$ cat src/rtl/crbs_pkg.sv
// Package for the card read block splitter.
// Holds field widths, the queued request type and the command type.
// No dependencies.
package crbs_pkg;

	// Field widths of the request and command channels.
	localparam int ADDR_W  = 32;
	localparam int LEN_W   = 15;
	localparam int FLAGS_W = 32;
	localparam int SKIP_W  = 9;
	localparam int COPY_W  = 10;

	// Upper bound on commands emitted for one request.
	localparam int MAX_RESULTS = 34;
	localparam int CNT_W       = $clog2(MAX_RESULTS + 1);

	// Depth of the queue between the front and back parts.
	localparam int QDEPTH  = 2;
	localparam int QPTR_W  = $clog2(QDEPTH);
	localparam int QCNT_W  = $clog2(QDEPTH + 1);

	// A request as held in the queue, with its count already saturated.
	typedef struct packed {
		logic [ADDR_W-1:0]  start_offset;
		logic [LEN_W-1:0]   byte_count;
		logic [ADDR_W-1:0]  dest_addr;
		logic [FLAGS_W-1:0] control_flags;
	} req_t;

	// One block read command.
	typedef struct packed {
		logic [ADDR_W-1:0]  chunk_offset;
		logic               use_buffer;
		logic [SKIP_W-1:0]  skip_bytes;
		logic [COPY_W-1:0]  copy_bytes;
		logic [ADDR_W-1:0]  chunk_dest;
		logic [FLAGS_W-1:0] chunk_flags;
		logic               last_chunk;
	} cmd_t;

endpackage

$ cat src/rtl/crbs_if.sv
// Channel interfaces of the card read block splitter: request and command.
// Depends on crbs_pkg for the field widths.

interface crbs_req_if;
	import crbs_pkg::*;

	logic               valid;
	logic               ready;
	logic [ADDR_W-1:0]  start_offset;
	logic [LEN_W-1:0]   byte_count;
	logic [ADDR_W-1:0]  dest_addr;
	logic [FLAGS_W-1:0] control_flags;

	modport source (output valid, start_offset, byte_count, dest_addr, control_flags,
		input ready);
	modport sink (input valid, start_offset, byte_count, dest_addr, control_flags,
		output ready);
endinterface

interface crbs_cmd_if;
	import crbs_pkg::*;

	logic               valid;
	logic               ready;
	logic [ADDR_W-1:0]  chunk_offset;
	logic               use_buffer;
	logic [SKIP_W-1:0]  skip_bytes;
	logic [COPY_W-1:0]  copy_bytes;
	logic [ADDR_W-1:0]  chunk_dest;
	logic [FLAGS_W-1:0] chunk_flags;
	logic               last_chunk;

	modport source (output valid, chunk_offset, use_buffer, skip_bytes, copy_bytes,
		chunk_dest, chunk_flags, last_chunk, input ready);
	modport sink (input valid, chunk_offset, use_buffer, skip_bytes, copy_bytes,
		chunk_dest, chunk_flags, last_chunk, output ready);
endinterface

$ cat src/rtl/crbs_front.sv
// Front part of the card read block splitter: takes requests, saturates
// the byte count and drops empty requests. Depends on crbs_pkg, crbs_if.
module crbs_front #(
	parameter int MAX_REQUEST_BYTES = 16384
) (
	crbs_req_if.sink        req,
	output logic            push_valid,
	input  logic            push_ready,
	output crbs_pkg::req_t  push_data
);
	import crbs_pkg::*;

	localparam logic [LEN_W-1:0] MAX_LEN = LEN_W'(MAX_REQUEST_BYTES);

	logic [LEN_W-1:0] len_sat;

	// Clamp the count to the largest request the block serves.
	assign len_sat = (req.byte_count > MAX_LEN) ? MAX_LEN : req.byte_count;

	// A request with nothing to read is taken and dropped here.
	assign req.ready  = push_ready;
	assign push_valid = req.valid && (req.byte_count != '0);

	assign push_data.start_offset  = req.start_offset;
	assign push_data.byte_count    = len_sat;
	assign push_data.dest_addr     = req.dest_addr;
	assign push_data.control_flags = req.control_flags;

endmodule

$ cat src/rtl/crbs_queue.sv
// Short request queue between the front and back parts of the splitter.
// Depends on crbs_pkg for the request type and queue depth.
module crbs_queue (
	input  logic           clk,
	input  logic           arst_n,
	input  logic           push_valid,
	output logic           push_ready,
	input  crbs_pkg::req_t push_data,
	output logic           pop_valid,
	input  logic           pop_ready,
	output crbs_pkg::req_t pop_data
);
	import crbs_pkg::*;

	req_t              entry_q [QDEPTH];
	logic [QPTR_W-1:0] wr_ptr_q;
	logic [QPTR_W-1:0] rd_ptr_q;
	logic [QCNT_W-1:0] count_q;
	logic              do_push;
	logic              do_pop;

	assign push_ready = (count_q != QCNT_W'(QDEPTH));
	assign pop_valid  = (count_q != '0);
	assign pop_data   = entry_q[rd_ptr_q];
	assign do_push    = push_valid && push_ready;
	assign do_pop     = pop_valid && pop_ready;

	// Pointers and fill count.
	always_ff @(posedge clk or negedge arst_n) begin
		if (!arst_n) begin
			wr_ptr_q <= '0;
			rd_ptr_q <= '0;
			count_q  <= '0;
		end else begin
			if (do_push) begin
				wr_ptr_q <= wr_ptr_q + 1'b1;
			end
			if (do_pop) begin
				rd_ptr_q <= rd_ptr_q + 1'b1;
			end
			if (do_push && !do_pop) begin
				count_q <= count_q + 1'b1;
			end else if (do_pop && !do_push) begin
				count_q <= count_q - 1'b1;
			end
		end
	end

	// Entry storage; no reset needed for payload.
	always_ff @(posedge clk) begin
		if (do_push) begin
			entry_q[wr_ptr_q] <= push_data;
		end
	end

endmodule

$ cat src/rtl/crbs_back.sv
// Back part of the card read block splitter: walks one request and
// emits one block read command per cycle into an output register unless the
// receiver holds ready low. Depends on crbs_pkg and crbs_if.
module crbs_back #(
	parameter int BLOCK_BYTES = 512,
	parameter int PAGE_BYTES  = 4096
) (
	input  logic           clk,
	input  logic           arst_n,
	input  logic           job_valid,
	output logic           job_ready,
	input  crbs_pkg::req_t job_data,
	crbs_cmd_if.source     cmd
);
	import crbs_pkg::*;

	// Block and page sizes must be powers of two; the block does not check this.
	localparam int BLK_W = $clog2(BLOCK_BYTES);
	localparam int PG_W  = $clog2(PAGE_BYTES);
	localparam int MW0   = (LEN_W > PG_W) ? LEN_W : PG_W;
	localparam int MW1   = (MW0 > BLK_W) ? MW0 : BLK_W;
	localparam int AW    = MW1 + 2;
	localparam logic [ADDR_W-1:0] BLK_MASK = ADDR_W'(BLOCK_BYTES - 1);
	localparam logic [AW-1:0] BLK_X  = AW'(BLOCK_BYTES);
	localparam logic [AW-1:0] PAGE_X = AW'(PAGE_BYTES);

	// Working state of the request being split.
	logic               busy_q;
	logic [ADDR_W-1:0]  off_q;
	logic [LEN_W-1:0]   len_q;
	logic [ADDR_W-1:0]  dst_q;
	logic [FLAGS_W-1:0] flg_q;
	logic [CNT_W-1:0]   n_q;

	// Output register.
	logic               out_valid_q;
	cmd_t               out_q;

	logic [ADDR_W-1:0]  base;
	logic [AW-1:0]      skip_x;
	logic [AW-1:0]      len_x;
	logic [AW-1:0]      room;
	logic [AW-1:0]      span_sum;
	logic [AW-1:0]      span_blk;
	logic [AW-1:0]      span_pg;
	logic [AW-1:0]      copy_dir;
	logic [AW-1:0]      copy_buf;
	logic [AW-1:0]      copy;
	logic               direct;
	logic [LEN_W-1:0]   len_next;
	logic               last;
	logic               emit;
	logic               load;

	// Split the current offset into its block base and the bytes to skip.
	assign base   = off_q & ~BLK_MASK;
	assign skip_x = AW'(off_q[BLK_W-1:0]);
	assign len_x  = AW'(len_q);
	assign room   = PAGE_X - AW'(base[PG_W-1:0]);

	// A direct read needs aligned offset and destination and a whole block left.
	assign direct = (off_q[BLK_W-1:0] == '0) && (dst_q[BLK_W-1:0] == '0)
		&& (len_x >= BLK_X);
	assign copy_dir = (BLK_X > room) ? room : BLK_X;

	// Buffered read: cap at the block end, then at the page end if that leaves bytes.
	assign span_sum = len_x + skip_x;
	assign span_blk = (span_sum > BLK_X) ? BLK_X : span_sum;
	assign span_pg  = ((span_blk > room) && (room > skip_x)) ? room : span_blk;
	assign copy_buf = span_pg - skip_x;

	assign copy     = direct ? copy_dir : copy_buf;
	assign len_next = len_q - copy[LEN_W-1:0];
	assign last     = (len_next == '0) || (n_q == CNT_W'(MAX_RESULTS - 1));

	assign emit      = busy_q && (!out_valid_q || cmd.ready);
	assign job_ready = !busy_q;
	assign load      = job_valid && !busy_q;

	// Control state: busy flag and output valid.
	always_ff @(posedge clk or negedge arst_n) begin
		if (!arst_n) begin
			busy_q      <= 1'b0;
			out_valid_q <= 1'b0;
		end else begin
			if (load) begin
				busy_q <= 1'b1;
			end else if (emit && last) begin
				busy_q <= 1'b0;
			end
			if (emit) begin
				out_valid_q <= 1'b1;
			end else if (cmd.ready) begin
				out_valid_q <= 1'b0;
			end
		end
	end

	// Working registers advance by the bytes each command delivers.
	always_ff @(posedge clk) begin
		if (load) begin
			off_q <= job_data.start_offset;
			len_q <= job_data.byte_count;
			dst_q <= job_data.dest_addr;
			flg_q <= job_data.control_flags;
			n_q   <= '0;
		end else if (emit) begin
			off_q <= off_q + ADDR_W'(copy);
			len_q <= len_next;
			dst_q <= dst_q + ADDR_W'(copy);
			n_q   <= n_q + 1'b1;
		end
	end

	// Command payload register.
	always_ff @(posedge clk) begin
		if (emit) begin
			out_q.chunk_offset <= base;
			out_q.use_buffer   <= !direct;
			out_q.skip_bytes   <= skip_x[SKIP_W-1:0];
			out_q.copy_bytes   <= copy[COPY_W-1:0];
			out_q.chunk_dest   <= dst_q;
			out_q.chunk_flags  <= flg_q;
			out_q.last_chunk   <= last;
		end
	end

	assign cmd.valid        = out_valid_q;
	assign cmd.chunk_offset = out_q.chunk_offset;
	assign cmd.use_buffer   = out_q.use_buffer;
	assign cmd.skip_bytes   = out_q.skip_bytes;
	assign cmd.copy_bytes   = out_q.copy_bytes;
	assign cmd.chunk_dest   = out_q.chunk_dest;
	assign cmd.chunk_flags  = out_q.chunk_flags;
	assign cmd.last_chunk   = out_q.last_chunk;

endmodule

$ cat src/rtl/card_read_block_splitter.sv
// Card read block splitter: turns one card read request into block read commands.
// Request channel req (sink): start_offset, byte_count, dest_addr, control_flags.
// Command channel cmd (source): chunk_offset, use_buffer, skip_bytes, copy_bytes,
// chunk_dest, chunk_flags, last_chunk. Each channel moves one item per transfer
// when valid and ready are both high.
// A request enters a two-entry queue; the splitting unit takes it when idle and
// produces one command per cycle while ready is high. The first command passes the
// queue, the working registers and the output register before it is valid.
// A request holds the splitting unit until its last command; at the largest size an
// unaligned start gives 33 commands, and a run is always cut after 34 commands. A
// zero byte count is taken and yields no command. Counts above MAX_REQUEST_BYTES
// are clamped. The last command of each request carries last_chunk.
// When the receiver holds ready low, the output register keeps its command and the
// splitting unit waits; the queue still takes up to two further requests.
// Reset empties the queue and the output register and drops any request in work.
// Depends on crbs_pkg, crbs_if, crbs_front, crbs_queue and crbs_back.
module card_read_block_splitter #(
	parameter int BLOCK_BYTES       = 512,
	parameter int PAGE_BYTES        = 4096,
	parameter int MAX_REQUEST_BYTES = 16384
) (
	input  logic       clk,
	input  logic       arst_n,
	crbs_req_if.sink   req,
	crbs_cmd_if.source cmd
);
	import crbs_pkg::*;

	logic push_valid;
	logic push_ready;
	req_t push_data;
	logic job_valid;
	logic job_ready;
	req_t job_data;

	// Front: clamp and filter.
	crbs_front #(
		.MAX_REQUEST_BYTES(MAX_REQUEST_BYTES)
	) u_front (
		.req       (req),
		.push_valid(push_valid),
		.push_ready(push_ready),
		.push_data (push_data)
	);

	// Queue between front and back.
	crbs_queue u_queue (
		.clk       (clk),
		.arst_n    (arst_n),
		.push_valid(push_valid),
		.push_ready(push_ready),
		.push_data (push_data),
		.pop_valid (job_valid),
		.pop_ready (job_ready),
		.pop_data  (job_data)
	);

	// Back: command generation.
	crbs_back #(
		.BLOCK_BYTES(BLOCK_BYTES),
		.PAGE_BYTES (PAGE_BYTES)
	) u_back (
		.clk      (clk),
		.arst_n   (arst_n),
		.job_valid(job_valid),
		.job_ready(job_ready),
		.job_data (job_data),
		.cmd      (cmd)
	);

	// Every command reads from a block-aligned card offset.
	assert property (@(posedge clk) disable iff (!arst_n)
		cmd.valid |-> ((cmd.chunk_offset & ADDR_W'(BLOCK_BYTES - 1)) == '0))
		else $error("command offset not block aligned");

	// A direct command skips nothing and writes to an aligned destination.
	assert property (@(posedge clk) disable iff (!arst_n)
		(cmd.valid && !cmd.use_buffer) |->
		((cmd.skip_bytes == '0) && ((cmd.chunk_dest & ADDR_W'(BLOCK_BYTES - 1)) == '0)))
		else $error("direct command not aligned");

	// Commands of one request follow each other without a gap.
	assert property (@(posedge clk) disable iff (!arst_n)
		(cmd.valid && cmd.ready && !cmd.last_chunk) |=> cmd.valid)
		else $error("gap inside a command run");

	// The control word stays the same across one request's commands.
	assert property (@(posedge clk) disable iff (!arst_n)
		(cmd.valid && cmd.ready && !cmd.last_chunk) |=> $stable(cmd.chunk_flags))
		else $error("control word changed inside a command run");

endmodule
$ cat src/flat_wrapper.sv
// flat-port wrapper written by rule: the top's interface ports become plain ports
module card_read_block_splitter_flat import crbs_pkg::*;
#(
	parameter int BLOCK_BYTES       = 512,
	parameter int PAGE_BYTES        = 4096,
	parameter int MAX_REQUEST_BYTES = 16384
)
  (clk, arst_n, req_valid, req_start_offset, req_byte_count, req_dest_addr, req_control_flags, req_ready, cmd_valid, cmd_chunk_offset, cmd_use_buffer, cmd_skip_bytes, cmd_copy_bytes, cmd_chunk_dest, cmd_chunk_flags, cmd_last_chunk, cmd_ready);
  crbs_req_if req_i ();
  crbs_cmd_if cmd_i ();
  input  logic clk;
  input  logic arst_n;
  input wire logic [$bits(req_i.valid)-1:0] req_valid;
  input wire logic [$bits(req_i.start_offset)-1:0] req_start_offset;
  input wire logic [$bits(req_i.byte_count)-1:0] req_byte_count;
  input wire logic [$bits(req_i.dest_addr)-1:0] req_dest_addr;
  input wire logic [$bits(req_i.control_flags)-1:0] req_control_flags;
  output wire logic [$bits(req_i.ready)-1:0] req_ready;
  output wire logic [$bits(cmd_i.valid)-1:0] cmd_valid;
  output wire logic [$bits(cmd_i.chunk_offset)-1:0] cmd_chunk_offset;
  output wire logic [$bits(cmd_i.use_buffer)-1:0] cmd_use_buffer;
  output wire logic [$bits(cmd_i.skip_bytes)-1:0] cmd_skip_bytes;
  output wire logic [$bits(cmd_i.copy_bytes)-1:0] cmd_copy_bytes;
  output wire logic [$bits(cmd_i.chunk_dest)-1:0] cmd_chunk_dest;
  output wire logic [$bits(cmd_i.chunk_flags)-1:0] cmd_chunk_flags;
  output wire logic [$bits(cmd_i.last_chunk)-1:0] cmd_last_chunk;
  input wire logic [$bits(cmd_i.ready)-1:0] cmd_ready;
  assign req_i.valid = req_valid;
  assign req_i.start_offset = req_start_offset;
  assign req_i.byte_count = req_byte_count;
  assign req_i.dest_addr = req_dest_addr;
  assign req_i.control_flags = req_control_flags;
  assign req_ready = req_i.ready;
  assign cmd_valid = cmd_i.valid;
  assign cmd_chunk_offset = cmd_i.chunk_offset;
  assign cmd_use_buffer = cmd_i.use_buffer;
  assign cmd_skip_bytes = cmd_i.skip_bytes;
  assign cmd_copy_bytes = cmd_i.copy_bytes;
  assign cmd_chunk_dest = cmd_i.chunk_dest;
  assign cmd_chunk_flags = cmd_i.chunk_flags;
  assign cmd_last_chunk = cmd_i.last_chunk;
  assign cmd_i.ready = cmd_ready;
  card_read_block_splitter #(.BLOCK_BYTES(BLOCK_BYTES), .PAGE_BYTES(PAGE_BYTES), .MAX_REQUEST_BYTES(MAX_REQUEST_BYTES)) u_core (.clk(clk), .arst_n(arst_n), .req(req_i), .cmd(cmd_i));
endmodule
$ cat config.mk
export PLATFORM = sky130hd
export DESIGN_NAME = card_read_block_splitter_flat
export DESIGN_NICKNAME = d
export VERILOG_FILES = /design/src/rtl/crbs_pkg.sv /design/src/rtl/crbs_if.sv /design/src/rtl/crbs_front.sv /design/src/rtl/crbs_queue.sv /design/src/rtl/crbs_back.sv /design/src/rtl/card_read_block_splitter.sv /design/src/flat_wrapper.sv
export SDC_FILE = /design/constraint.sdc
export NUM_CORES = 1
export LEC_CHECK = 0
export BUFFER_PORTS_ARGS = -buffer_cell sky130_fd_sc_hd__buf_2
export CAP_MARGIN = 10
export CORE_MARGIN = 2
export CORE_UTILIZATION = 50
export CTS_CLUSTER_DIAMETER = 50
export DETAILED_ROUTE_END_ITERATION = 10
export PLACE_DENSITY = 0.7
export SYNTH_ARGS = -nofsm -noshare
export SYNTH_HDL_FRONTEND = slang
export SYNTH_HIERARCHICAL = 1
export SYNTH_SLANG_ARGS = --single-unit
export TNS_END_PERCENT = 30
$ cat constraint.sdc
create_clock -name clk -period 11 [get_ports clk]
set_input_delay 0 -clock clk [delete_from_list [all_inputs] [get_ports clk]]
set_output_delay 0 -clock clk [all_outputs]
set_load 0.05 [all_outputs]
==> results.yml, run 1 <==
status:
  outcome: "finished clean"
yosys:
  netlist_top_cells_area: "edfxtp_1 (63%), mux2_2 (6.0%), ha_1 (4.4%)"
  netlist-cell-type-count: 78
  synthFlopType: "edfxtp_1"
  synth_area_um2: 21170
  synth_edf_count: 441
  netlist.area_leader.share: 0.6256
  yosysTopAreaCell: "edfxtp_1"
  yosysWarnings: 6
  ys_ff_latch: 453
  postSynth.asyncResetShare: 0.01325
  syn-instance-count: 1543
  avgSynthCellArea_um2: 13.72
  yosysSeqAreaShare: 0.6383
placed_design:
  port_buffers: 224
  globalplace.congestion: 0.8754
  post-place-ws_ps: 1870
  placed_cells: 2184
  place_hpwl_mm: 30.11
global_routing:
  grt_antenna_before_repair: 2
  use_met2: 0.3598
  gr-total-overflow: 0
  use_met3: 0.04100
  use_met1: 0.2699
  grt_pass1_vias: 13070
  grt_pass1_wl_mm: 71.48
  grt.busiest_layer: "met2"
  grt_max_degree: 79
  grt_use_total: 0.2107
finish:
  layout-area-overhead-vs-synth_pct: 17.57
  regArea_um2: 13520
  final_layout_size_suffix_gt1_frac: 0.2426
  utilization: 0.5947
  fin_nets: 2005
  fillCellCount: 3229
  multi_input_comb_area_um2: 6534
  layout.cells.non_filler: 2392
critical_path:
  slowest_stage: "a221oi_1"
  cpPeakStageDelay_ps: 940
  critical_path_class: "register to register"
  startpoint_type: "register"
  end_kind: "register"
  worst_path_most_repeated_cell: "ha_1"
  worst-path-max-fanout: 8
  cp.arrival_ps: 9480
  crit_buf_inv: 1
  cp_data_required_time_ps: 11300
  cp_top_family: "compound AO/OA/AOI/OAI gates"
floorplan:
  rows: 75
  die_w_um: 209.8
  pin_count: 234
  initial_core_util: 0.5058
  core_um2: 41850
  die_y_um: 209.8
  die_area_um2: 44000
clocking:
  path_clk_slew_ps: 60
  ctsLongestPathBuffers: 3
  cts_buffers: 48
  clkLatencyLatePin_ps: 580
  cts_tree: "yes"
  htree_levels: 2
  post_cts_buffers: 0
  clock-sinks: 453
  cts-root-buf: "clkbuf_16"
power_and_ir_drop:
  power_density_nw_per_um2: 315.2
  switching_power_mw: 2.968
  vdd_drop_max_mv: 0.1495
  p_comb_frac: 0.435
  switching_share: 0.3783
  seqPwrFrac: 0.356
  p_int_mw: 4.878
  total_power_mw: 7.846
  leakage_nw: 9.404
  clockPowerShare: 0.209
detailed_routing:
  dr_total_vias: 12880
  drt_iter0_drc: 863
  drc: 0
  via_per_inst: 5.385
  routed_wl_mm: 46.78
  wl_per_cell_um: 19.56
  ant_nets: 0
  drt_pass1_iterations: 5
sta:
  slew_headroom: 0.2015
  tightest_slew_ps: 1198
  finClkSkew_ps: 16.15
  fin_tns_setup_ps: 0
  finalCritPeriodShare: 0.8342
  fmax_ghz: 0.1090
  min_period_ps: 9176
  hold_violations: 0
  rsz0062_at_grt: "no"
  setup_viol: 0
  fin_ws_ps: 1824
  slew_violations: 0
hold_path:
  hp-class: "input port to register"
  holdCritStartpoint: "req_start_offset[28]"
run:
  drv_cap: 0
-- area by class of cell --
| cell class | instances | share of cell area |
|---|---|---|
| Tap cell | 539 | 0.02710 |
| Sequential cell | 453 | 0.5431 |
| Clock buffer | 58 | 0.05148 |
| Multi-Input combinational cell | 910 | 0.2625 |
| Antenna cell | 2 | 0.0002011 |
| Inverter | 49 | 0.007591 |
| Timing Repair Buffer | 349 | 0.09441 |
| Clock inverter | 32 | 0.01362 |
-- flip-flops by register name, indices dropped and copies added (netlist names), named ones only --
register and flops:
u_core/u_back/cmd.copy_bytes 10, u_core/u_back/busy_q 1, u_core/u_queue/rd_ptr_q 1, u_core/u_back/cmd.skip_bytes 9, u_core/u_queue/entry_q 222, u_core/u_queue/count_q 2
u_core/u_back/cmd.chunk_flags 32, u_core/u_back/cmd.valid 1, u_core/u_back/n_q 6, u_core/u_back/cmd.use_buffer 1, u_core/u_back/cmd.last_chunk 1, u_core/u_back/dst_q 32
u_core/u_back/cmd.chunk_offset 23, u_core/u_back/flg_q 32, u_core/u_queue/wr_ptr_q 1, u_core/u_back/cmd.chunk_dest 32, u_core/u_back/off_q 31, u_core/u_back/len_q 15
-- Yosys cell counts (all sizes together), types with 3 or more instances --
library cell and instances:
or2 10, dfrtp 6, clkbuf 22, nor2 83
and3 14, nor3 21, nand2 136, nor2b 24
xor2 29, a311oi 3, nor4 6, o31ai 12
a41oi 4, dfxtp 6, edfxtp 441, buf 120
and2 6, o21bai 6, a21o 16, mux2 112
or3 6, ha 74, o2111a 3, a31oi 9
nor3b 4, nand3 12, o211ai 6, nand2b 20
o21a 16, xnor2 57, or4 3, and4 3
fa 5, nor4b 3, a211oi 7, nand4 5
nand3b 3, a21oi 47, o22ai 5, o21ai 95
inv 49, o2111ai 6, o311a 4
-- cell families after synthesis --
group,synth area share
flops,0.6383
simple gates,0.08452
compound gates,0.07595
buf+inv,0.05591
mux,0.06052
xor+xnor,0.03558
fa+ha+maj,0.04900
other cells,0.0001771
-- repair_timing --
action,in CTS,in global routing
gates resized for setup,0,0
hold buffers,116,0
endpoints found under the hold margin,230,0
-- worst reg2reg max path, delay by kind of cell (launching register included) --
family / cells / cell delay, ps
DFF: 1 / 470
xor gates and xnor gates: 1 / 190
buffers and inverters: 1 / 80
AOI/OAI and AO/OA: 16 / 3910
adders and majority gates: 6 / 1600
and+or+nand+nor: 14 / 2650
-- worst paths after layout --
| kind | slack [ps] | to | depth (start not counted) |
|---|---|---|---|
| hold / removal | 140 | u_core/u_queue/entry_q[1][107]$_DFFE_PP_ | 2 |
| setup / recovery | 1820 | u_core/u_back/off_q[28]$_DFFE_PP_ | 38 |
| max in group asynchronous | 10360 | u_core/u_queue/rd_ptr_q$_DFFE_PN0P_ | 3 |
| min in group asynchronous | 380 | u_core/u_queue/count_q[0]$_DFFE_PN0P_ | 3 |
| setup reg to reg | 1820 | u_core/u_back/off_q[28]$_DFFE_PP_ | 38 |
| hold reg to reg | 410 | u_core/u_back/cmd.chunk_flags[4]$_DFFE_PP_ | 0 |
-- layout by cell type (no fill, tap or decap), types with 10 or more instances in the layout --
cell           count
mux2_2           112
o31ai_1           11
edfxtp_1         441
clkbuf_16         50
o21ai_0           92
a21o_1            16
nor3_1            21
nand2_1          135
and3_1            12
xor2_1            29
xnor2_1           57
a21oi_1           47
inv_1             47
nor2_1            82
clkinv_1          10
nand2b_1          20
ha_1              74
buf_2            224
nor2b_1           23
conb_1            12
dlygate4sd3_1    116
o21a_1            16
nand3_1           12
-- layer usage --
layer  up-vias  share of wire
met4         0          0.029
met2       379           0.50
met3        91          0.054
met5         -              0
li1       6151              -
met1      6261           0.42
-- power groups by stage --
stage	sequential, mW	combinational, mW	clock (mW)
final	2.79	3.41	1.64
after global routing	2.84	3.75	1.74
after CTS	2.79	3.39	1.67
after detailed placement	2.83	3.33	0
after global placement	2.81	3.25	0
after floorplan	2.97	2.44	0
-- stage by stage --
step	hold slack [ps]	area, um^2
3_3_place_gp	-160.2	22100
3_5_place_dp	-159.6	22100
6_report	143.6	24890
4_1_cts	111.4	24880
2_1_floorplan	-295.6	21210
5_1_grt	126.8	24890
No activity file was read; power rests on OpenSTA's default activity.
==> run 2, diff against run 1 <==
- PLACE_DENSITY: 0.7 -> 0.72
- clock period: 11 -> 8.4 ns (I/O delays scaled with it)
==> results.yml, run 2 (synthesis gave the netlist of run 1 again) <==
sta:
  fmax_ghz: 0.1259
  fin_ws_ps: 456.9
  finClkSkew_ps: 22.68
  hold_violations: 0
  min_period_ps: 7943
  slew_headroom: 0.1991
  fin_tns_setup_ps: 0
  finalCritPeriodShare: 0.9456
  tightest_slew_ps: 1201
  hold_slack_ps: 136.6
  slew_violations: 0
  setup_viol: 0
detailed_routing:
  dr_total_vias: 12930
  drt_pass1_iterations: 5
  drc: 0
  via_per_inst: 5.369
  ant_nets: 0
  drt_iter0_drc: 803
  wl_per_cell_um: 19.45
  routed_wl_mm: 46.83
finish:
  fin_nets: 2023
  final_cell_mix: "edfxtp_1 (441), buf_2 (224), nand2_1 (135)"
  largest-register: "u_core/u_queue/entry_q"
  layout-area-overhead-vs-synth_pct: 18.51
  final_layout_size_suffix_gt1_frac: 0.2591
  largest_reg_flops: 222
  final_common_cell: "edfxtp_1"
  multi_input_comb_area_um2: 6613
  fillCellCount: 3211
  regArea_um2: 13520
critical_path:
  startpoint_type: "register"
  slowest_stage: "or4b_4"
  r2r-end: "u_core/u_back/off_q[17]$_DFFE_PP_"
  cp_top_family: "compound AO/OA/AOI/OAI gates"
  reg2reg_depth: 38
  cpPeakStageDelay_ps: 550
  reg2reg_slack_ps: 460
  crit_buf_inv: 5
  cp.arrival_ps: 8250
  cp_data_required_time_ps: 8700
  end_kind: "register"
  critical_path_class: "register to register"
  worst-path-max-fanout: 8
  worst_path_most_repeated_cell: "ha_1"
clocking:
  clock-sinks: 453
  cts-root-buf: "clkbuf_16"
  path_clk_slew_ps: 60
  ctsLongestPathBuffers: 3
  clkLatencyLatePin_ps: 590
  cts_tree: "yes"
  htree_levels: 2
  cts_buffers: 49
global_routing:
  grt_antenna_before_repair: 0
  gr-total-overflow: 0
  grt_max_degree: 91
  grt_use_total: 0.2108
  grt_pass1_vias: 13110
  grt_pass1_wl_mm: 71.60
floorplan:
  core_um2: 41850
  die_w_um: 209.8
  initial_core_util: 0.5058
  die_area_um2: 44000
  rows: 75
  die_y_um: 209.8
  pin_count: 234
hold_path:
  min_to: "u_core/u_queue/entry_q[1][63]$_DFFE_PP_"
  hp-class: "input port to register"
  holdCritStartpoint: "req_dest_addr[31]"
  min_path_cells: 2
power_and_ir_drop:
  vdd_drop_max_mv: 0.2317
  total_power_mw: 10.38
  power_density_nw_per_um2: 413.9
  leakage_nw: 9.497
placed_design:
  port_buffers: 224
  post-place-ws_ps: 214.9
  globalplace.congestion: 0.8566
  place_hpwl_mm: 29.80
run:
  drv_cap: 0
status:
  outcome: "finished clean"
-- run 2: cell count changes in the layout (fill, tap and decap cells not counted), sizes merged --
cell,before,now
buf,233,250
clkinv,18,22
bufinv,6,5
clkbuf,58,57
clkinvlp,2,1
diode,2,1
inv,55,54
-- run 2: layer usage --
layer  share of wire  GRT usage  vias up
met3           0.056    0.04369       89
li1                -          -     6167
met2            0.49     0.3558      357
met5               0          0        -
met4           0.027    0.06725        0
met1            0.42     0.2743     6315
-- run 2: how the worst max path moves through the flow --
stage | slack [ps] | endpoint | cells past startpoint | start
detailed placement | 210 | u_core/u_back/off_q[27]$_DFFE_PP_ | 40 | register
floorplan | 750 | u_core/u_back/off_q[28]$_DFFE_PP_ | 38 | register
global placement | 380 | u_core/u_back/off_q[31]$_DFFE_PP_ | 40 | register
global route | -60 | u_core/u_back/off_q[28]$_DFFE_PP_ | 38 | register
CTS | 170 | u_core/u_back/off_q[31]$_DFFE_PP_ | 40 | register
finish | 460 | u_core/u_back/off_q[17]$_DFFE_PP_ | 38 | register
-- run 2: stage by stage --
stage	std cells	instance area (um^2)	utilization
after floorplan	1554	21210	-
after global placement	2197	22200	0.5304
after detailed placement	2197	22200	0.5304
after CTS	2403	24980	0.5967
after global routing	2407	25080	0.5993
final	2408	25090	0.5994
-- run 2: worst reg2reg max path: cells and delay by family (launching register included) --
| kind | cells | cell delay (ps) |
|---|---|---|
| buffers and inverters | 5 | 600 |
| xor gates and xnor gates | 2 | 280 |
| and+or+nand+nor | 12 | 2190 |
| DFF | 1 | 420 |
| AOI/OAI and AO/OA | 14 | 3090 |
| adders and majority gates | 5 | 1120 |
-- run 2: layout make-up --
cell class                 count  share of cell area
timing repair buffer         366             0.09875
inverter                      49            0.007531
tap                          539             0.02688
antenna                        1          0.00009975
clock buffer                  57             0.05092
sequential                   453              0.5388
multi-input combinational    910              0.2636
clock inverter                33             0.01342
-- run 2: power breakdown --
group	internal (mW)	leakage (nW)	total [mW]	switching (mW)
combinational	1.86	4.41	4.59	2.72
sequential	3.31	4.29	3.65	0.332
clock	1.26	0.795	2.15	0.895
total	6.43	9.50	10.4	3.95
-- run 2: what timing repair did --
item                                   4_1_cts  5_1_grt
gates resized for setup                      0       21
endpoints found under the hold margin      230        0
setup endpoints to repair                    0       36
buffers inserted                             0        4
hold buffers                               116        0
==> run 3, diff against run 2 <==
- CELL_PAD_IN_SITES_DETAIL_PLACEMENT: not set -> 2
- CELL_PAD_IN_SITES_GLOBAL_PLACEMENT: not set -> 2
- CORE_UTILIZATION: 50 -> 37
- GPL_ROUTABILITY_DRIVEN: not set -> 0
- PLACE_DENSITY: 0.72 -> not set
- PLACE_DENSITY_LB_ADDON: not set -> 0.1
==> results.yml, run 3 (synthesis gave the netlist of run 1 again) <==
status:
  outcome: "finished clean"
global_routing:
  grt_antenna_before_repair: 1
  grt_use_total: 0.1994
  gr-total-overflow: 0
  grt_pass1_wl_mm: 90.59
  grt_pass1_vias: 15040
  grt_max_degree: 95
detailed_routing:
  drc: 0
  drt_iter0_drc: 591
  drt_pass1_iterations: 5
  dr_total_vias: 13320
  via_per_inst: 4.998
  ant_nets: 0
  wl_per_cell_um: 21.99
  met2_length_mm: 29.28
  wl_met1_mm: 25.45
  dr.max_layer_used: "met4"
  routed_wl_mm: 58.62
  wl_met3_mm: 2.651
sta:
  fin_ws_ps: 400.6
  hold_slack_ps: 80.74
  hold_violations: 0
  fmax_ghz: 0.1250
  min_period_ps: 7999
  slew_headroom: 0.2534
  setup_viol: 0
  slew_violations: 0
  tightest_slew_ps: 1120
  rsz0062_at_grt: "yes"
  finalCritPeriodShare: 0.9523
  finClkSkew_ps: 51.80
floorplan:
  core_um2: 56500
  initial_core_util: 0.3747
  die_area_um2: 59140
  die_y_um: 243.2
  pin_count: 234
  rows: 87
  die_w_um: 243.2
placed_design:
  place_hpwl_mm: 39.34
  post-place-ws_ps: -80.81
  port_buffers: 224
  placed_cells: 2435
power_and_ir_drop:
  switching_power_mw: 4.373
  power_density_nw_per_um2: 428.1
  p_comb_frac: 0.451
  seqPwrFrac: 0.330
  vdd_drop_max_mv: 0.2441
  leakage_nw: 9.719
  clockPowerShare: 0.219
  p_int_mw: 6.683
  total_power_mw: 11.06
  switching_share: 0.3955
clocking:
  clock-sinks: 453
  cts_tree: "yes"
  clkLatencyLatePin_ps: 630
  ctsLongestPathBuffers: 3
  path_clk_slew_ps: 60
  htree_levels: 2
  cts_buffers: 59
  cts-root-buf: "clkbuf_16"
finish:
  layout.cells.non_filler: 2665
  final_layout_size_suffix_gt1_frac: 0.2757
  largest_reg_flops: 222
  final_common_cell: "edfxtp_1"
  utilization: 0.4571
  largest-register: "u_core/u_queue/entry_q"
  final_cell_mix: "edfxtp_1 (441), buf_2 (224), nand2_1 (134)"
  layout-area-overhead-vs-synth_pct: 21.99
  fin_nets: 2053
critical_path:
  slowest_stage: "or4b_4"
  startpoint_type: "register"
  end_kind: "register"
  worst-path-max-fanout: 8
  critical_path_class: "register to register"
  cp_data_required_time_ps: 8750
  worst_path_most_repeated_cell: "ha_1"
  cp.arrival_ps: 8340
  cpPeakStageDelay_ps: 550
hold_path:
  hp-class: "input port to register"
  holdCritStartpoint: "req_control_flags[16]"
run:
  drv_cap: 0
## run 3: worst max-delay path: cells and delay by family, from the launching register on
| kind | cells | cell delay [ps] |
|---|---|---|
| DFF | 1 | 400 |
| adders and majority gates | 6 | 1490 |
| buffers and inverters | 3 | 370 |
| and+or+nand+nor | 13 | 2250 |
| AOI/OAI and AO/OA | 13 | 2820 |
| xor gates and xnor gates | 2 | 350 |
## run 3: cell type report
| class | count | area, um^2 |
|---|---|---|
| antenna | 1 | 2.502 |
| clock buffer | 67 | 1506 |
| clock inverter | 43 | 370.4 |
| fill | 5532 | 30670 |
| inverter | 49 | 191.4 |
| multi-input combinational | 910 | 6660 |
| sequential | 453 | 13520 |
| tap | 756 | 945.9 |
| timing repair buffer | 386 | 2631 |
## run 3: repair_timing
| item | CTS | global route |
|---|---|---|
| gates resized for setup | 2 | 30 |
| buffers inserted | 0 | 3 |
| endpoints found under the setup margin | 7 | 38 |
| pin swaps | 0 | 6 |
| hold buffers | 116 | 0 |
| endpoints found under the hold margin | 230 | 0 |
## run 3: power groups by stage
stage	clock [mW]	sequential (mW)	combinational, mW
after CTS	2.48	3.66	4.90
after floorplan	0	3.89	3.19
final	2.42	3.65	4.99
after detailed placement	0	3.70	4.82
after global routing	2.57	3.72	5.51
after global placement	0	3.67	4.69
## run 3: metrics by stage
| stage | TNS (ps) | area, um^2 |
|---|---|---|
| 2_1_floorplan | 0 | 21210 |
| 3_3_place_gp | 0 | 22630 |
| 3_5_place_dp | -271.0 | 22630 |
| 4_1_cts | 0 | 25680 |
| 5_1_grt | -140.7 | 25820 |
| 6_report | 0 | 25820 |
## run 3: per-layer routing
metal,global-route usage,vias to the layer above
met1,0.2550,6785
met4,0.05973,0
met2,0.3428,220
li1,-,6245
met3,0.03748,69
met5,0,-
## run 3: path summary, 6_finish.rpt
| kind | endpoint | slack (ps) | cells past startpoint |
|---|---|---|---|
| hold / removal | u_core/u_queue/entry_q[0][16]$_DFFE_PP_ | 80 | 2 |
| setup / recovery | u_core/u_back/off_q[29]$_DFFE_PP_ | 400 | 37 |
| setup reg to reg | u_core/u_back/off_q[29]$_DFFE_PP_ | 400 | 37 |
| max in group asynchronous | u_core/u_queue/rd_ptr_q$_DFFE_PN0P_ | 7750 | 3 |
| hold reg to reg | u_core/u_back/cmd.chunk_flags[7]$_DFFE_PP_ | 410 | 0 |
| min in group asynchronous | u_core/u_back/busy_q$_DFFE_PN0P_ | 360 | 3 |
